--- config.mk ---
export PLATFORM = sky130hd
export DESIGN_NAME = isolated_pixel_removal
export DESIGN_NICKNAME = d
export VERILOG_FILES = /design/src/sv/ipr_pkg.sv /design/src/sv/ipr_ram.sv /design/src/sv/ipr_seq.sv /design/src/sv/ipr_win.sv /design/src/sv/isolated_pixel_removal.sv
export SDC_FILE = /design/constraint.sdc
export NUM_CORES = 1
export LEC_CHECK = 0
export BUFFER_PORTS_ARGS = -buffer_cell sky130_fd_sc_hd__buf_2
export CAP_MARGIN = 30
export CORE_ASPECT_RATIO = 0.5
export CORE_UTILIZATION = 55
export CTS_CLUSTER_SIZE = 12
export DETAILED_ROUTE_END_ITERATION = 16
export GPL_TIMING_DRIVEN = 0
export PLACE_DENSITY = 0.72
export SLEW_MARGIN = 15
export SYNTH_ARGS = -nofsm -noshare
export SYNTH_HDL_FRONTEND = slang
export SYNTH_HIERARCHICAL = 1
export SYNTH_SLANG_ARGS = --single-unit
--- constraint.sdc ---
create_clock -name i_clk -period 10.2 [get_ports i_clk]
set_clock_uncertainty 0.05 [all_clocks]
set_input_delay 1.02 -clock i_clk [delete_from_list [all_inputs] [get_ports i_clk]]
set_output_delay 1.02 -clock i_clk [all_outputs]
set_load 0.005 [all_outputs]
--- src/sv/ipr_pkg.sv ---
// ipr_pkg: shared types and constants of the isolated pixel removal block
// pixel and line-memory word layout, item kinds, register indexes
// no dependencies
`default_nettype none

package ipr_pkg;

    localparam int PIX_W      = 16;
    localparam int WORD_W     = PIX_W + 1;
    localparam int CFG_W_W    = 6;
    localparam int CFG_H_W    = 11;
    localparam int APB_ADDR_W = 3;
    localparam int APB_DATA_W = 32;

    localparam logic [CFG_W_W-1:0] RESET_WIDTH  = 6'd10;
    localparam logic [CFG_H_W-1:0] RESET_HEIGHT = 11'd10;

    typedef logic [0:0] t_reg_idx;
    localparam t_reg_idx REG_FRAME_WIDTH  = 1'b0;
    localparam t_reg_idx REG_FRAME_HEIGHT = 1'b1;

    // kind of a step handed from the sequencer to the window stage
    typedef logic [1:0] t_kind;
    localparam t_kind KIND_REAL  = 2'd0;
    localparam t_kind KIND_FLUSH = 2'd1;
    localparam t_kind KIND_END   = 2'd2;

    typedef struct packed {
        t_kind             kind;
        logic [PIX_W-1:0]  value;
        logic              top_ok;
        logic              mid_ok;
        logic              col_zero;
    } t_item;

    typedef struct packed {
        logic              top;
        logic              mid;
        logic              bot;
        logic [PIX_W-1:0]  value;
    } t_col;

    typedef struct packed {
        logic [PIX_W-1:0]  value;
        logic              removed;
        logic              last;
    } t_result;

endpackage

`default_nettype wire

--- src/sv/ipr_ram.sv ---
// ipr_ram: generic single-write, single-read synchronous memory
// read data is registered and holds while no read is issued
// no dependencies
`default_nettype none

module ipr_ram #(
    parameter int WIDTH = 17,
    parameter int DEPTH = 32,
    localparam int AW   = (DEPTH > 1) ? $clog2(DEPTH) : 1
) (
    input  wire logic             i_clk,
    input  wire logic             i_wr_en,
    input  wire logic [AW-1:0]    i_wr_addr,
    input  wire logic [WIDTH-1:0] i_wr_data,
    input  wire logic             i_rd_en,
    input  wire logic [AW-1:0]    i_rd_addr,
    output logic      [WIDTH-1:0] o_rd_data
);

    logic [WIDTH-1:0] r_mem [DEPTH];
    logic [WIDTH-1:0] r_rd_data;

    always_ff @(posedge i_clk) begin
        if (i_wr_en) begin
            r_mem[i_wr_addr] <= i_wr_data;
        end
        if (i_rd_en) begin
            r_rd_data <= r_mem[i_rd_addr];
        end
    end

    assign o_rd_data = r_rd_data;

endmodule

`default_nettype wire

--- src/sv/ipr_seq.sv ---
// ipr_seq: column and row counters, line-memory read issue, end-of-frame flush
// after the last pixel it issues one flush step per column and a closing step
// depends on ipr_pkg
`default_nettype none

module ipr_seq
    import ipr_pkg::*;
#(
    parameter int CW = 5,
    parameter int RW = 10
) (
    input  wire logic             i_clk,
    input  wire logic             i_rst_n,
    input  wire logic             i_restart,
    input  wire logic [CW-1:0]    i_w_last,
    input  wire logic [RW-1:0]    i_h_last,
    input  wire logic             i_in_valid,
    input  wire logic [PIX_W-1:0] i_pixel_value,
    input  wire logic             i_take,
    output logic                  o_issue,
    output t_item                 o_item,
    output logic [CW-1:0]         o_addr,
    output logic                  o_rd_en,
    output logic                  o_flushing
);

    localparam logic [1:0] ST_IDLE  = 2'd0;
    localparam logic [1:0] ST_FLUSH = 2'd1;
    localparam logic [1:0] ST_END   = 2'd2;

    logic [1:0]    r_state, n_state;
    logic [CW-1:0] r_col, n_col;
    logic [RW-1:0] r_row, n_row;
    logic          h_ge2;

    assign h_ge2 = (i_h_last != '0);

    always_comb begin
        n_state = r_state;
        n_col   = r_col;
        n_row   = r_row;
        o_issue = 1'b0;
        o_item  = '0;
        case (r_state)
            ST_IDLE: begin
                o_issue         = i_take && i_in_valid;
                o_item.kind     = KIND_REAL;
                o_item.value    = i_pixel_value;
                o_item.top_ok   = (r_row > RW'(1));
                o_item.mid_ok   = (r_row != '0);
                o_item.col_zero = (r_col == '0);
                if (o_issue) begin
                    if (r_col == i_w_last) begin
                        n_col = '0;
                        if (r_row == i_h_last) begin
                            n_row   = '0;
                            n_state = ST_FLUSH;
                        end else begin
                            n_row = r_row + RW'(1);
                        end
                    end else begin
                        n_col = r_col + CW'(1);
                    end
                end
            end
            ST_FLUSH: begin
                o_issue         = i_take;
                o_item.kind     = KIND_FLUSH;
                o_item.top_ok   = h_ge2;
                o_item.mid_ok   = 1'b1;
                o_item.col_zero = (r_col == '0);
                if (o_issue) begin
                    if (r_col == i_w_last) begin
                        n_col   = '0;
                        n_state = ST_END;
                    end else begin
                        n_col = r_col + CW'(1);
                    end
                end
            end
            ST_END: begin
                o_issue     = i_take;
                o_item.kind = KIND_END;
                if (o_issue) begin
                    n_state = ST_IDLE;
                end
            end
            default: begin
                n_state = ST_IDLE;
            end
        endcase
    end

    always_ff @(posedge i_clk) begin
        if (!i_rst_n || i_restart) begin
            r_state <= ST_IDLE;
            r_col   <= '0;
            r_row   <= '0;
        end else begin
            r_state <= n_state;
            r_col   <= n_col;
            r_row   <= n_row;
        end
    end

    assign o_addr     = r_col;
    assign o_rd_en    = o_issue && (o_item.kind != KIND_END);
    assign o_flushing = (r_state != ST_IDLE);

endmodule

`default_nettype wire

--- src/sv/ipr_win.sv ---
// ipr_win: window stage, two held columns plus the column read from line memory
// decides at most one pixel per step, writes the line memory back, forwards same-entry data
// depends on ipr_pkg
`default_nettype none

module ipr_win
    import ipr_pkg::*;
#(
    parameter int CW = 5
) (
    input  wire logic              i_clk,
    input  wire logic              i_rst_n,
    input  wire logic              i_issue,
    input  wire t_item             i_item,
    input  wire logic [CW-1:0]     i_addr,
    input  wire logic [WORD_W-1:0] i_rd_data,
    input  wire logic              i_out_free,
    output logic                   o_take,
    output logic                   o_res_valid,
    output t_result                o_res,
    output logic                   o_wr_en,
    output logic [CW-1:0]          o_wr_addr,
    output logic [WORD_W-1:0]      o_wr_data
);

    logic              r_b_valid;
    t_item             r_b;
    logic [CW-1:0]     r_b_addr;
    logic              r_fwd;
    logic [WORD_W-1:0] r_fwd_data;
    logic [2:0]        r_col_a;
    t_col              r_col_b;

    logic [WORD_W-1:0] rd;
    logic [PIX_W-1:0]  up_value;
    t_col              in_col;
    logic              nb_edge, nb_norm, nb;
    logic              is_end, is_edge, emit, fire, removed;

    always_comb begin
        rd            = r_fwd ? r_fwd_data : i_rd_data;
        up_value      = rd[WORD_W-1:1];
        in_col.top    = rd[0] && r_b.top_ok;
        in_col.mid    = (up_value != '0) && r_b.mid_ok;
        in_col.bot    = (r_b.value != '0);
        in_col.value  = up_value;

        is_end  = (r_b.kind == KIND_END);
        is_edge = is_end || r_b.col_zero;
        emit    = is_end ? 1'b1 : (r_b.col_zero ? r_b.top_ok : r_b.mid_ok);

        nb_edge = (|r_col_a) || r_col_b.top || r_col_b.bot;
        nb_norm = nb_edge || in_col.top || in_col.mid || in_col.bot;
        nb      = is_edge ? nb_edge : nb_norm;
        removed = (r_col_b.value != '0) && !nb;

        o_res.value   = removed ? '0 : r_col_b.value;
        o_res.removed = removed;
        o_res.last    = is_end;

        fire        = r_b_valid && (!emit || i_out_free);
        o_take      = !r_b_valid || fire;
        o_res_valid = fire && emit;

        o_wr_en   = fire && (r_b.kind == KIND_REAL);
        o_wr_addr = r_b_addr;
        o_wr_data = {r_b.value, (up_value != '0)};
    end

    always_ff @(posedge i_clk) begin
        if (!i_rst_n) begin
            r_b_valid <= 1'b0;
            r_fwd     <= 1'b0;
        end else begin
            r_b_valid <= i_issue || (r_b_valid && !fire);
            if (i_issue) begin
                r_fwd <= o_wr_en && (r_b_addr == i_addr);
            end
        end
    end

    always_ff @(posedge i_clk) begin
        if (i_issue) begin
            r_b        <= i_item;
            r_b_addr   <= i_addr;
            r_fwd_data <= o_wr_data;
        end
        if (fire && !is_end) begin
            r_col_a <= r_b.col_zero ? 3'b000 : {r_col_b.top, r_col_b.mid, r_col_b.bot};
            r_col_b <= in_col;
        end
    end

endmodule

`default_nettype wire

--- src/sv/isolated_pixel_removal.sv ---
// isolated_pixel_removal: removes nonzero pixels with no nonzero 3x3 neighbor.
// Pixels enter in raster order on the input channel (i_in_valid, o_in_stall,
// i_pixel_value); a transfer happens when valid is high and stall is low.
// Filtered pixels leave in raster order on the output channel (o_out_valid,
// i_out_stall, o_out_pixel, o_was_removed, o_frame_last).
// One line memory of MAX_WIDTH words holds the row above and the nonzero marks
// of the row two above; it is read and written back once per column.
// Throughput is one pixel per cycle when neither an output stall nor a flush holds it.
// A pixel's result needs the pixel one row and one column later, then passes the
// window stage register and the output register. After the last pixel of a frame
// the input stalls while the last row is swept out of the line memory.
// When the receiver stalls, the output register holds its result and the
// stall propagates to the input within the same cycle.
// Reset clears the counters and control state and sets the frame to 10x10;
// the line memory is not cleared. Writing either register restarts the frame.
// Registers: frame_width at byte address 0, frame_height at byte address 4.
// depends on ipr_pkg, ipr_ram, ipr_seq, ipr_win
`default_nettype none

module isolated_pixel_removal
    import ipr_pkg::*;
#(
    parameter int MAX_WIDTH  = 32,
    parameter int MAX_HEIGHT = 1024
) (
    input  wire logic                  i_clk,
    input  wire logic                  i_rst_n,
    input  wire logic                  psel,
    input  wire logic                  penable,
    input  wire logic                  pwrite,
    input  wire logic [APB_ADDR_W-1:0] paddr,
    input  wire logic [APB_DATA_W-1:0] pwdata,
    output logic      [APB_DATA_W-1:0] prdata,
    output logic                       pready,
    input  wire logic                  i_in_valid,
    output logic                       o_in_stall,
    input  wire logic [PIX_W-1:0]      i_pixel_value,
    output logic                       o_out_valid,
    input  wire logic                  i_out_stall,
    output logic      [PIX_W-1:0]      o_out_pixel,
    output logic                       o_was_removed,
    output logic                       o_frame_last
);

    localparam int CW = (MAX_WIDTH > 1) ? $clog2(MAX_WIDTH) : 1;
    localparam int RW = (MAX_HEIGHT > 1) ? $clog2(MAX_HEIGHT) : 1;

    logic [CFG_W_W-1:0] r_frame_width;
    logic [CFG_H_W-1:0] r_frame_height;
    logic               cfg_wr;
    t_reg_idx           reg_idx;
    logic [CW-1:0]      w_last;
    logic [RW-1:0]      h_last;

    logic               issue, rd_en, take, flushing;
    t_item              item;
    logic [CW-1:0]      rd_addr;
    logic [WORD_W-1:0]  rd_data;
    logic               wr_en;
    logic [CW-1:0]      wr_addr;
    logic [WORD_W-1:0]  wr_data;
    logic               res_valid, out_free;
    t_result            res;

    logic               r_out_valid;
    t_result            r_out;

    assign pready  = 1'b1;
    assign cfg_wr  = psel && penable && pwrite && pready;
    assign reg_idx = paddr[2];

    always_ff @(posedge i_clk) begin
        if (!i_rst_n) begin
            r_frame_width  <= RESET_WIDTH;
            r_frame_height <= RESET_HEIGHT;
        end else if (cfg_wr) begin
            case (reg_idx)
                REG_FRAME_WIDTH:  r_frame_width  <= pwdata[CFG_W_W-1:0];
                REG_FRAME_HEIGHT: r_frame_height <= pwdata[CFG_H_W-1:0];
                default: begin
                end
            endcase
        end
    end

    always_comb begin
        case (reg_idx)
            REG_FRAME_WIDTH:  prdata = APB_DATA_W'(r_frame_width);
            REG_FRAME_HEIGHT: prdata = APB_DATA_W'(r_frame_height);
            default:          prdata = '0;
        endcase
    end

    // effective last column and row, out-of-range sizes clamped
    always_comb begin
        if (r_frame_width == '0) begin
            w_last = '0;
        end else if (int'(r_frame_width) > MAX_WIDTH) begin
            w_last = CW'(MAX_WIDTH - 1);
        end else begin
            w_last = CW'(r_frame_width - CFG_W_W'(1));
        end
        if (r_frame_height == '0) begin
            h_last = '0;
        end else if (int'(r_frame_height) > MAX_HEIGHT) begin
            h_last = RW'(MAX_HEIGHT - 1);
        end else begin
            h_last = RW'(r_frame_height - CFG_H_W'(1));
        end
    end

    ipr_seq #(
        .CW (CW),
        .RW (RW)
    ) u_seq (
        .i_clk         (i_clk),
        .i_rst_n       (i_rst_n),
        .i_restart     (cfg_wr),
        .i_w_last      (w_last),
        .i_h_last      (h_last),
        .i_in_valid    (i_in_valid),
        .i_pixel_value (i_pixel_value),
        .i_take        (take),
        .o_issue       (issue),
        .o_item        (item),
        .o_addr        (rd_addr),
        .o_rd_en       (rd_en),
        .o_flushing    (flushing)
    );

    ipr_ram #(
        .WIDTH (WORD_W),
        .DEPTH (MAX_WIDTH)
    ) u_line_mem (
        .i_clk     (i_clk),
        .i_wr_en   (wr_en),
        .i_wr_addr (wr_addr),
        .i_wr_data (wr_data),
        .i_rd_en   (rd_en),
        .i_rd_addr (rd_addr),
        .o_rd_data (rd_data)
    );

    ipr_win #(
        .CW (CW)
    ) u_win (
        .i_clk       (i_clk),
        .i_rst_n     (i_rst_n),
        .i_issue     (issue),
        .i_item      (item),
        .i_addr      (rd_addr),
        .i_rd_data   (rd_data),
        .i_out_free  (out_free),
        .o_take      (take),
        .o_res_valid (res_valid),
        .o_res       (res),
        .o_wr_en     (wr_en),
        .o_wr_addr   (wr_addr),
        .o_wr_data   (wr_data)
    );

    assign out_free   = !r_out_valid || !i_out_stall;
    assign o_in_stall = flushing || !take;

    always_ff @(posedge i_clk) begin
        if (!i_rst_n) begin
            r_out_valid <= 1'b0;
        end else if (res_valid) begin
            r_out_valid <= 1'b1;
        end else if (!i_out_stall) begin
            r_out_valid <= 1'b0;
        end
    end

    always_ff @(posedge i_clk) begin
        if (res_valid) begin
            r_out <= res;
        end
    end

    assign o_out_valid   = r_out_valid;
    assign o_out_pixel   = r_out.value;
    assign o_was_removed = r_out.removed;
    assign o_frame_last  = r_out.last;

    // a removed pixel always leaves as background
    a_removed_zero: assert property (@(posedge i_clk) disable iff (!i_rst_n)
        (o_out_valid && o_was_removed) |-> (o_out_pixel == '0))
        else $error("removed pixel with nonzero value");

    // no pixel transfer while the last row is being swept out
    a_flush_stall: assert property (@(posedge i_clk) disable iff (!i_rst_n)
        flushing |-> o_in_stall)
        else $error("input open during frame flush");

    // a result only loads when the output register can take it
    a_no_overrun: assert property (@(posedge i_clk) disable iff (!i_rst_n)
        (r_out_valid && i_out_stall) |-> !res_valid)
        else $error("result overwrites a stalled output");

endmodule

`default_nettype wire

### Word-level counts from Yosys, hierarchy flattened

Memories as Yosys holds them, arrays and structs flattened. A register that Yosys moved wholly into a read port is not among the register bits.
Index checks and enable logic that the tools add are counted.
W data, S select, Z words.

| cells by class | value |
|---|---|
| multiplexer cells | 28 |
| order comparisons | 3 |
| bitwise logic cells | 1 |
| add/subtract/negate cells | 4 |
| reduce and logical (&&, ||, !) cells | 53 |
| equality and inequality tests | 14 |

Operator list:

| kind | count |
|---|---|
| $pmux W32 S2 | 1 |
| $reduce_bool A16 Y1 | 3 |
| $mux W10 | 3 |
| $mux W5 | 5 |
| $reduce_bool A10 Y1 | 2 |
| $mux W17 | 1 |
| $logic_and A1 B1 Y1 | 13 |
| $logic_or A1 B1 Y1 | 12 |
| $mux W2 | 6 |
| $gt A11 B11 Y1 const B | 1 |
| $logic_not A11 Y1 | 1 |
| $add A10 B1 Y10 const B | 1 |
| $eq A10 B10 Y1 | 1 |
| $eq A5 B5 Y1 | 2 |
| $gt A10 B1 Y1 const B | 1 |
| $ne A2 B1 Y1 const B | 5 |
| $pmux W5 S2 | 1 |
| $sub A10 B1 Y10 const B | 1 |
| $logic_not A1 Y1 | 9 |
| $mux W1 | 7 |
| $gt A6 B6 Y1 const B | 1 |
| $logic_not A6 Y1 | 1 |
| $ne A2 B2 Y1 const B | 3 |
| $pmux W2 S3 | 1 |
| other kinds (16) | 21 |

| storage, ports and cells | value |
|---|---|
| memories kept | 1 |
| register bits | 120 |
| output and inout bits | 53 |
| RAM bits | 544 |

Memories:

| memory | words | width | read ports | clocked after memory_dff | write ports | line | source |
|---|---|---|---|---|---|---|---|
| u_line_mem.r_mem | 32 | 17 | 1 | 1 | 1 | ipr_ram.sv:20 | `logic [WIDTH-1:0] r_mem [DEPTH];` |

### Longest topological paths before layout

Gate-level depths: netlist (run 1).

| logic depth | value |
|---|---|
| word-level depth | 9 |
| gate-level depth with buffers | 12 |
| mapped depth without buffers | 11 |

### Modules after synthesis

Netlist (run 1), hierarchy kept.

By module, submodules not included:

| module | cells each | seq. area each (um2) | times used | area an instance (um2) |
|---|---|---|---|---|
| ipr_ram | 1212 | 16846.2 | 1 | 21907.3 |
| ipr_win | 239 | 1991.9 | 1 | 3169.3 |
| isolated_pixel_removal | 195 | 900.9 | 1 | 1923.1 |
| ipr_seq | 181 | 340.3 | 1 | 1391.3 |

### Least setup slack after synthesis (run 1)

Ideal clock, no wire load.

| timing path | value |
|---|---|
| path type | input to register |
| start | input i_out_stall |
| end | register u_win.r_fwd |
| stages on the path | 8 |
| setup slack | 5151 ps |
| arrival | 4873 ps |
| cell sequence | nand2_1 -> inv_1 -> nand2b_1 -> inv_1 -> nor3_1 -> inv_1 -> nand2_1 -> a21boi_0 |

| on the way | value |
|---|---|
| word-level cells in the longest chain between the ends | 7 |
| elaborated cells on any way between the ends | 9 |
| classes of those cells | mux: 1; reduce/logical: 8 |

Ends and longest elaborated chain:

| item | line | source |
|---|---|---|
| from (decl) | isolated_pixel_removal.sv:39 | `input wire logic i_out_stall,` |
| $logic_not A1 Y1 (*) | n/a |  |
| $logic_or A1 B1 Y1 (*) | isolated_pixel_removal.sv:162 | `assign out_free = !r_out_valid \|\| !i_out_stall;` |
| $logic_or A1 B1 Y1 (*) | ipr_win.sv:61 | `fire = r_b_valid && (!emit \|\| i_out_free);` |
| $logic_and A1 B1 Y1 (*) | ipr_win.sv:61 |  |
| $logic_or A1 B1 Y1 (*) | ipr_win.sv:62 | `o_take = !r_b_valid \|\| fire;` |
| via take | isolated_pixel_removal.sv:55 | `logic issue, rd_en, take, flushing;` |
| $logic_and A1 B1 Y1 | ipr_seq.sv:46 | `o_issue = i_take && i_in_valid;` |
| $pmux W1 S2 (*) | ipr_seq.sv:44 | `case (r_state)` |
| via issue | isolated_pixel_removal.sv:55 |  |
| to (signal assigned) | ipr_win.sv:77 | `r_fwd <= o_wr_en && (r_b_addr == i_addr);` |
| to (decl) | ipr_win.sv:29 | `logic r_fwd;` |

The timed path passes the listed nets; every way through them passes the cells marked *.
A chain may end at the register's enable or synchronous reset.

### Final worst setup path (run 1)

| timing path | value |
|---|---|
| start | register u_win/r_b[1] (netlist bit) |
| end | memory u_line_mem.r_mem[24][0], enable pin |

| on the way | value |
|---|---|
| word-level cells in the longest chain between the ends | 8 |

Ends and longest elaborated chain:

| item | line | source |
|---|---|---|
| from (decl) | ipr_win.sv:27 | `t_item r_b;` |
| from (signal assigned) | ipr_win.sv:84 | `r_b <= i_item;` |
| $mux W1 (2 in a row) | ipr_win.sv:50 | `emit = is_end ? 1'b1 : (r_b.col_zero ? r_b.top_ok : r_b.mid_ok);` |
| $logic_not A1 Y1 | ipr_win.sv:61 |  |
| $logic_or A1 B1 Y1 | ipr_win.sv:61 |  |
| $logic_and A1 B1 Y1 | ipr_win.sv:61 |  |
| $logic_and A1 B1 Y1 | ipr_win.sv:65 | `o_wr_en = fire && (r_b.kind == KIND_REAL);` |
| via wr_en | isolated_pixel_removal.sv:59 | `logic wr_en;` |
| $mux W1 | ipr_ram.sv:24 | `if (i_wr_en) begin` |
| $mux W1 (not written as such) | ipr_ram.sv:25 | `r_mem[i_wr_addr] <= i_wr_data;` |
| to (decl) | ipr_ram.sv:20 |  |

The timed path passes the listed nets, and every way through them passes these cells.

==> qor.log, run 1 <==
INFO  status         outcome=finished clean
INFO  cells_and_area antenna_cells_inserted=0
INFO  timing         rsz0062_at_grt=false
INFO  timing         relSlewSlack=35.5%
INFO  yosys          synth.yosys.seq_area_share=70.7%
INFO  floorplanning  initial_core_util=56.1%
INFO  global_route   grt_start_max_net_pins=34
INFO  placement      dp_hpwl=45900um
INFO  pwr            power_density=179nW/um2
INFO  clock_tree     cts_buffer_depth=3
INFO  yosys          post_synth_inst_count=1827
INFO  floorplanning  fp.dieArea=52600um2
INFO  drt            vias_per_cell=6.14
INFO  worst_setup_path cp.depth=7
INFO  clock_tree     h_tree_levels=3
INFO  floorplanning  core_region_area=50600um2
INFO  cells_and_area mostFrequentLayoutCell=sky130_fd_sc_hd__edfxtp_1
INFO  yosys          post_synth_num_cell_types=61
INFO  clock_tree     postCtsHoldBufs=0
INFO  placement      port_buffers=64
INFO  pwr            share_clk_of_total_power=38.8%
INFO  drt            drt_drc_violations_left=0
INFO  cells_and_area fin_util=63.6%
INFO  drt            drt-initial-drc-count=2013
INFO  yosys          post_synth_edffs=644
INFO  floorplanning  std_cell_rows=58
INFO  min_path       holdPathEnd=u_win/r_fwd_data[11]
INFO  placement      post_dp_area=30300um2
INFO  timing         transition_time_of_the_tightest_slew_check_pin=0.966ns
INFO  min_path       worst_hold_path.num_cells=0
INFO  timing         maxClockFrequency=257MHz
INFO  global_route   grt_first_pass_wirelength=102000um
INFO  placement      finalWeightedCongestion=0.858
INFO  drt            antenna_left=0
INFO  clock_tree     cts.sinks=681
INFO  global_route   grt_overflow=0
INFO  floorplanning  floorplan.die.height=163um
INFO  yosys          yosys_warnings=6
INFO  worst_setup_path critPathKind=flip-flop to flip-flop
INFO  cells_and_area finish.instance_area=32200um2
INFO  yosys          number_of_flip_flops_and_latches_in_the_synthesized_netlist=681
INFO  clock_tree     inserted_clock_buffers=67
INFO  worst_setup_path crit_top_cell=sky130_fd_sc_hd__clkbuf_1
INFO  worst_setup_path critPathLaunchType=flip-flop
INFO  worst_setup_path critical_path_max_stage_delay=0.91ns
INFO  worst_setup_path worst-r2r-cell-count=7
INFO  global_route   groute.usage.overall=26.6%
INFO  timing         period_needed=3.89ns
INFO  pwr            sw_frac_of_total=21.6%
INFO  yosys          synthesis.area=28400um2
INFO  pwr            p_leak=10.8nW
INFO  drt            detail_route.wl_per_cell=25.2um
INFO  pwr            vdd_ir_drop_max=114uV
INFO  cells_and_area area_delta_synth_final=13.3%
INFO  yosys          synth-async-reset-ratio=0%
INFO  worst_setup_path cp.buffers_inverters=3
INFO  timing         finalCritPeriodShare=38.2%
INFO  cells_and_area finish.net_count=2092
INFO  worst_setup_path crit_path_cell_trace=clkbuf_1, mux2_2, a2111oi_2, or3b_2, clkbuf_1, nor2_2, buf_8
INFO  pwr            internal-power=0.00452W
INFO  drt            wirelength=68700um
INFO  worst_setup_path cp_slowest_cell=sky130_fd_sc_hd__a2111oi_2
INFO  worst_setup_path critPathArrivalTime=4.13ns
INFO  job            cap_violations=0
INFO  clock_tree     clock_tree_root_driver_cell=sky130_fd_sc_hd__clkbuf_16
INFO  timing         finalHoldViolations=0
INFO  worst_setup_path critical_path.reg2reg.startpoint=u_win/r_b[1]
INFO  yosys          synth_flop_cell=sky130_fd_sc_hd__edfxtp_1
INFO  global_route   via_count_of_the_first_global_routing_pass=16000
INFO  min_path       path_category_of_the_worst_min_delay_check=flip-flop to flip-flop
INFO  floorplanning  design.portCount=111
INFO  timing         drv_slew=0
INFO  timing         timing.setup.tns=0ns
INFO  clock_tree     cts_tree=done
INFO  clock_tree     clkTransAtPathRegs=0.06ns
INFO  timing         worst_hold_check_slack=0.445ns
INFO  floorplanning  fp.dieW=323um
INFO  drt            1st_pass_router_iterations=6
INFO  pwr            comb_power_share=7.1%
INFO  timing         finalSetupViolations=0
INFO  clock_tree     clock_insertion_delay_worst_skew=0.59ns
INFO  clock_tree     postCtsSetupBuffers=0
INFO  cells_and_area drive_gt1_share=17.4%
INFO  worst_setup_path crit_family=simple AND/OR/NAND/NOR gates
INFO  worst_setup_path worst_path_required_time=10.44ns
INFO  cells_and_area layout.cells.most_common_list=sky130_fd_sc_hd__edfxtp_1, sky130_fd_sc_hd__mux2i_1, sky130_fd_sc_hd__buf_2, sky130_fd_sc_hd__nand2_1, sky130_fd_sc_hd__clkbuf_16
INFO  yosys          synth_area_per_cell=15.5um2
INFO  worst_setup_path crit_fanout=10
INFO  pwr            switchingPower=0.00124W
INFO  global_route   grt_antenna_before_repair=2
INFO  worst_setup_path r2r_end=u_line_mem/r_mem[24][0]
INFO  drt            dr_total_vias=16800
INFO  worst_setup_path internal_reg_to_reg_setup_slack=6.31ns
INFO  clock_tree     cts_resized=0
INFO  min_path       worst_hold_startpoint=u_win/o_wr_data[11]
INFO  worst_setup_path worst_setup_path_end_kind=flip-flop
INFO  pwr            seq_power_share=54.1%
Yosys cell counts, drive strengths merged, types with 16 or more instances:
cell type / instances / area share, %
clkbuf: 36 / 0.49
a22o: 36 / 1.1
a31oi: 19 / 0.42
nor3: 30 / 0.56
mux2i: 281 / 9.9
o21ai: 25 / 0.44
and2: 23 / 0.51
nand2: 82 / 1.1
dfxtp: 37 / 2.6
xor2: 26 / 0.80
nand3: 67 / 1.2
nor2: 56 / 0.74
inv: 21 / 0.28
buf: 110 / 2.9
edfxtp: 644 / 68
mux2: 21 / 0.83
o211ai: 35 / 0.93
nand4: 24 / 0.53
nor4: 18 / 0.42
a22oi: 68 / 1.8
nor2b: 16 / 0.35
a21oi: 54 / 0.95
registers in the layout, summed over array words and instances, names as in the netlist:
name,flops
o_frame_last,1
o_out_pixel,16
o_out_valid,1
o_was_removed,1
r_frame_height,11
r_frame_width,6
u_line_mem/o_rd_data,17
u_line_mem/r_mem,544
u_seq/o_addr,5
u_seq/r_row,10
u_seq/r_state,2
u_win/o_wr_addr,5
u_win/o_wr_data,16
u_win/r_b,5
u_win/r_b_valid,1
u_win/r_col_a,3
u_win/r_col_b,19
u_win/r_fwd,1
u_win/r_fwd_data,17
layer usage:
layer,share of wire (%),track usage (%),up-vias
met1,42,37.8,8406
met2,47,42.4,826
met5,0,0,-
li1,-,-,7416
met3,9.4,5.32,112
met4,2.0,6.83,0
layout make-up:
cell class	count	area, um2
Buffer	146	972
Clock buffer	86	1880
Clock inverter	4	17.5
Fill cell	3528	18400
Inverter	21	78.8
Multi-Input combinational cell	999	7440
Sequential cell	681	20100
Tap cell	690	863
Timing Repair Buffer	104	836
power groups by stage:
stage,sequential [W],clock (W),combinational [W]
after floorplan,0.00316,0,0.000266
after global placement,0.00317,0,0.000388
after detailed placement,0.00317,0,0.000401
after CTS,0.00311,0.00227,0.000403
after global routing,0.00312,0.00237,0.000433
final,0.00312,0.00224,0.000408
cell families (layout without fill, tap and decap cells):
group	Yosys count	in the layout	synth area share, %
other	2	22	0.0265
and+or+nand+nor	359	359	6.51
muxes	302	302	10.7
adders and majority gates	19	19	0.793
DFF	681	681	70.7
AOI/OAI and AO/OA	268	268	6.61
xor gates and xnor gates	29	29	0.895
buffers and inverters	167	361	3.70
worst max path at each step:
stage / start / endpoint / slack (ns)
floorplan: i_out_stall / u_win/r_fwd / 5.15
global placement: i_out_stall / u_win/r_fwd / 2.19
detailed placement: i_out_stall / u_line_mem/r_mem[24][4] / 6.02
CTS: u_win/r_b[1] / u_line_mem/r_mem[24][0] / 6.35
global route: u_win/r_b[1] / u_line_mem/r_mem[24][0] / 6.19
finish: u_win/r_b[1] / u_line_mem/r_mem[24][0] / 6.31
metrics by stage:
step | setup WS [ns] | total power, W | std cells
6_report | 6.31 | 0.00576 | 2731
5_1_grt | 6.19 | 0.00592 | 2731
4_1_cts | 6.35 | 0.00579 | 2731
3_5_place_dp | 6.02 | 0.00357 | 2641
3_3_place_gp | 2.19 | 0.00356 | 2601
2_1_floorplan | 5.15 | 0.00343 | 1847
(Power assumes the default switching activity.)
==> run 2: changes to the inputs <==
clock period = 3.7 ns   (was 10.2 ns; I/O delays follow)
==> qor.log, run 2 (synthesized netlist as in run 1, its figures left out) <==
INFO  worst_setup_path worst-r2r-cell-count=7
INFO  worst_setup_path critPathArrivalTime=3.82ns
INFO  status         outcome=finished clean
INFO  worst_setup_path worst_setup_path_startpoint=u_win/r_b[1]
INFO  timing         relSlewSlack=38.1%
INFO  cells_and_area reg_top3=u_line_mem/r_mem (544), u_win/r_col_b (19)
INFO  timing         finalCritPeriodShare=96.8%
INFO  pwr            comb_power_share=7.2%
INFO  clock_tree     clkTransAtPathRegs=0.06ns
INFO  timing         timing.final.ws_setup=0.120ns
INFO  clock_tree     cts.sinks=681
INFO  drt            detail_route.wl_per_cell=25.1um
INFO  pwr            vdd_ir_drop_max=306uV
INFO  cells_and_area layout.cells.most_common_list=sky130_fd_sc_hd__edfxtp_1, sky130_fd_sc_hd__mux2i_1, sky130_fd_sc_hd__buf_2, sky130_fd_sc_hd__nand2_1, sky130_fd_sc_hd__clkbuf_16
INFO  global_route   grt_first_pass_wirelength=101000um
INFO  drt            wirelength=68800um
INFO  clock_tree     h_tree_levels=3
INFO  cells_and_area area_delta_synth_final=13.8%
INFO  cells_and_area drive_gt1_share=17.3%
INFO  drt            vias_per_cell=6.14
INFO  drt            antenna_left=0
INFO  pwr            finalPower=0.0158W
INFO  timing         drv_slew=0
INFO  floorplanning  floorplan.die.height=163um
INFO  clock_tree     clock_insertion_delay_worst_skew=0.59ns
INFO  cells_and_area finish.net_count=2108
INFO  timing         period_needed=3.58ns
INFO  clock_tree     cts_buffer_depth=3
INFO  drt            1st_pass_router_iterations=5
INFO  drt            drt-initial-drc-count=1943
INFO  timing         transition_time_of_the_tightest_slew_check_pin=0.924ns
INFO  floorplanning  design.portCount=111
INFO  clock_tree     cts_tree=done
INFO  clock_tree     clock_tree_root_driver_cell=sky130_fd_sc_hd__clkbuf_16
INFO  worst_setup_path internal_reg_to_reg_setup_slack=0.12ns
INFO  cells_and_area mostFrequentLayoutCell=sky130_fd_sc_hd__edfxtp_1
INFO  global_route   grt_start_max_net_pins=34
INFO  floorplanning  core_region_area=50600um2
INFO  worst_setup_path critPathLaunchType=flip-flop
INFO  worst_setup_path crit_fanout=10
INFO  global_route   grt_overflow=0
INFO  placement      port_buffers=64
INFO  worst_setup_path crit_top_cell=sky130_fd_sc_hd__clkbuf_1
INFO  pwr            sw_frac_of_total=22.0%
INFO  placement      finalWeightedCongestion=0.852
INFO  pwr            switchingPower=0.00348W
INFO  pwr            share_clk_of_total_power=38.4%
INFO  worst_setup_path worst_setup_path_end_kind=flip-flop
INFO  min_path       path_category_of_the_worst_min_delay_check=primary input to flip-flop
INFO  clock_tree     inserted_clock_buffers=67
INFO  cells_and_area ff_latch_area=20100um2
INFO  worst_setup_path r2r_end=u_line_mem/r_mem[12][12]
INFO  global_route   grt_antenna_before_repair=1
INFO  timing         finalSetupViolations=0
INFO  timing         timing.setup.tns=0ns
INFO  worst_setup_path critPathKind=flip-flop to flip-flop
INFO  job            cap_violations=0
INFO  pwr            p_leak=10.9nW
INFO  placement      pre_cts_slack=-0.168ns
INFO  timing         maxClockFrequency=279MHz
INFO  cells_and_area max_flop_register=u_line_mem/r_mem
INFO  worst_setup_path critical_path_max_stage_delay=0.63ns
INFO  floorplanning  fp.dieW=323um
INFO  cells_and_area post_layout_nonfiller_instances=2744
INFO  worst_setup_path critical_path.reg2reg.startpoint=u_win/r_b[1]
INFO  global_route   via_count_of_the_first_global_routing_pass=16100
INFO  cells_and_area fill_cells=3574
INFO  drt            drt_drc_violations_left=0
INFO  timing         rsz0062_at_grt=false
INFO  worst_setup_path crit_path_cell_trace=clkbuf_1, mux2_2, a2111oi_4, or3b_2, clkbuf_1, nor2_2, buf_8
INFO  cells_and_area antenna_cells_inserted=0
INFO  pwr            seq_power_share=54.3%
INFO  drt            dr_total_vias=16800
INFO  floorplanning  fp.dieArea=52600um2
INFO  pwr            internal-power=0.0123W
INFO  pwr            power_density=489nW/um2
INFO  cells_and_area multi_input_comb_area=7480um2
INFO  floorplanning  std_cell_rows=58
INFO  placement      dp_hpwl=45800um
INFO  placement      count_of_placed_standard_cells_including_taps=2639
INFO  worst_setup_path last_element_of_the_critical_path=u_line_mem/r_mem[12][12]
INFO  floorplanning  initial_core_util=56.1%
INFO  worst_setup_path worst_path_required_time=3.94ns
INFO  timing         finalHoldViolations=0
INFO  global_route   groute.usage.overall=26.4%
INFO  cells_and_area largest_reg_flops=544
INFO  worst_setup_path cp_slowest_cell=sky130_fd_sc_hd__a2111oi_4
## run 2: changes by cell type in the layout (fill, tap and decap cells not counted), moves of 4 or more
| cell | previous run | this run |
|---|---|---|
| sky130_fd_sc_hd__clkbuf_16 | 73 | 69 |
| sky130_fd_sc_hd__buf_8 | 28 | 24 |
| sky130_fd_sc_hd__buf_6 | 29 | 33 |
| sky130_fd_sc_hd__dlygate4sd3_1 | 0 | 16 |
## run 2: worst min-delay path by stage
stage,start,end,depth (start not counted),slack (ns)
floorplan,u_win/o_wr_data[10],u_win/r_fwd_data[10],0,0.40
global placement,u_win/o_wr_data[8],u_win/r_fwd_data[8],0,0.43
detailed placement,u_win/o_wr_data[8],u_win/r_fwd_data[8],0,0.43
CTS,pwdata[4],r_frame_height[4],3,0.0001
global route,i_pixel_value[8],u_win/o_wr_data[9],2,0.004
finish,pwdata[4],r_frame_height[4],3,0.02
## run 2: timing repair
action                                  4_1_cts  5_1_grt
resized for setup                             3        1
buffers inserted                              2        0
hold endpoints to repair                     18        0
pin swaps                                     1        0
hold buffers                                 16        0
endpoints found under the setup margin       92       10
## run 2: stage by stage
stage	hold slack, ns	area, um2	utilization, %
final	0.0237	32300	63.9
after global routing	0.00360	32300	63.9
after floorplan	0.402	28500	-
after detailed placement	0.429	30300	59.8
after global placement	0.430	29700	58.6
after CTS	0.000127	32300	63.9
## run 2: critical path: cells and delay by family, from the launching register on
| family | cells | cell delay (ns) |
|---|---|---|
| AOI/OAI and AO/OA | 1 | 0.63 |
| buffers and inverters | 3 | 0.80 |
| muxes | 1 | 0.40 |
| DFF | 1 | 0.36 |
| and+or+nand+nor | 2 | 1.02 |
## run 2: power by group through the flow
| stage | clock [W] | sequential (W) | combinational, W |
|---|---|---|---|
| floorplan | 0 | 0.00872 | 0.000734 |
| detailed placement | 0 | 0.00875 | 0.00110 |
| finish | 0.00608 | 0.00859 | 0.00114 |
| global route | 0.00645 | 0.00859 | 0.00120 |
| global placement | 0 | 0.00875 | 0.00106 |
| CTS | 0.00614 | 0.00859 | 0.00112 |
## run 2: cell type report
| type | instances | area share [%] |
|---|---|---|
| Multi-Input combinational cell | 999 | 23.1 |
| Buffer | 146 | 3.01 |
| Timing Repair Buffer | 120 | 3.10 |
| Sequential cell | 681 | 62.1 |
| Inverter | 21 | 0.244 |
| Clock inverter | 7 | 0.221 |
| Clock buffer | 80 | 5.50 |
| Tap cell | 690 | 2.67 |
## run 2: per-layer routing
metal	vias to the layer above	wire (um)	global-route usage [%]	share of wire, %
li1	7428	-	-	-
met1	8431	29100	38.0	42
met2	887	32100	42.0	47
met3	93	6670	5.02	9.7
met4	0	1040	5.49	1.5
met5	-	0	0	0
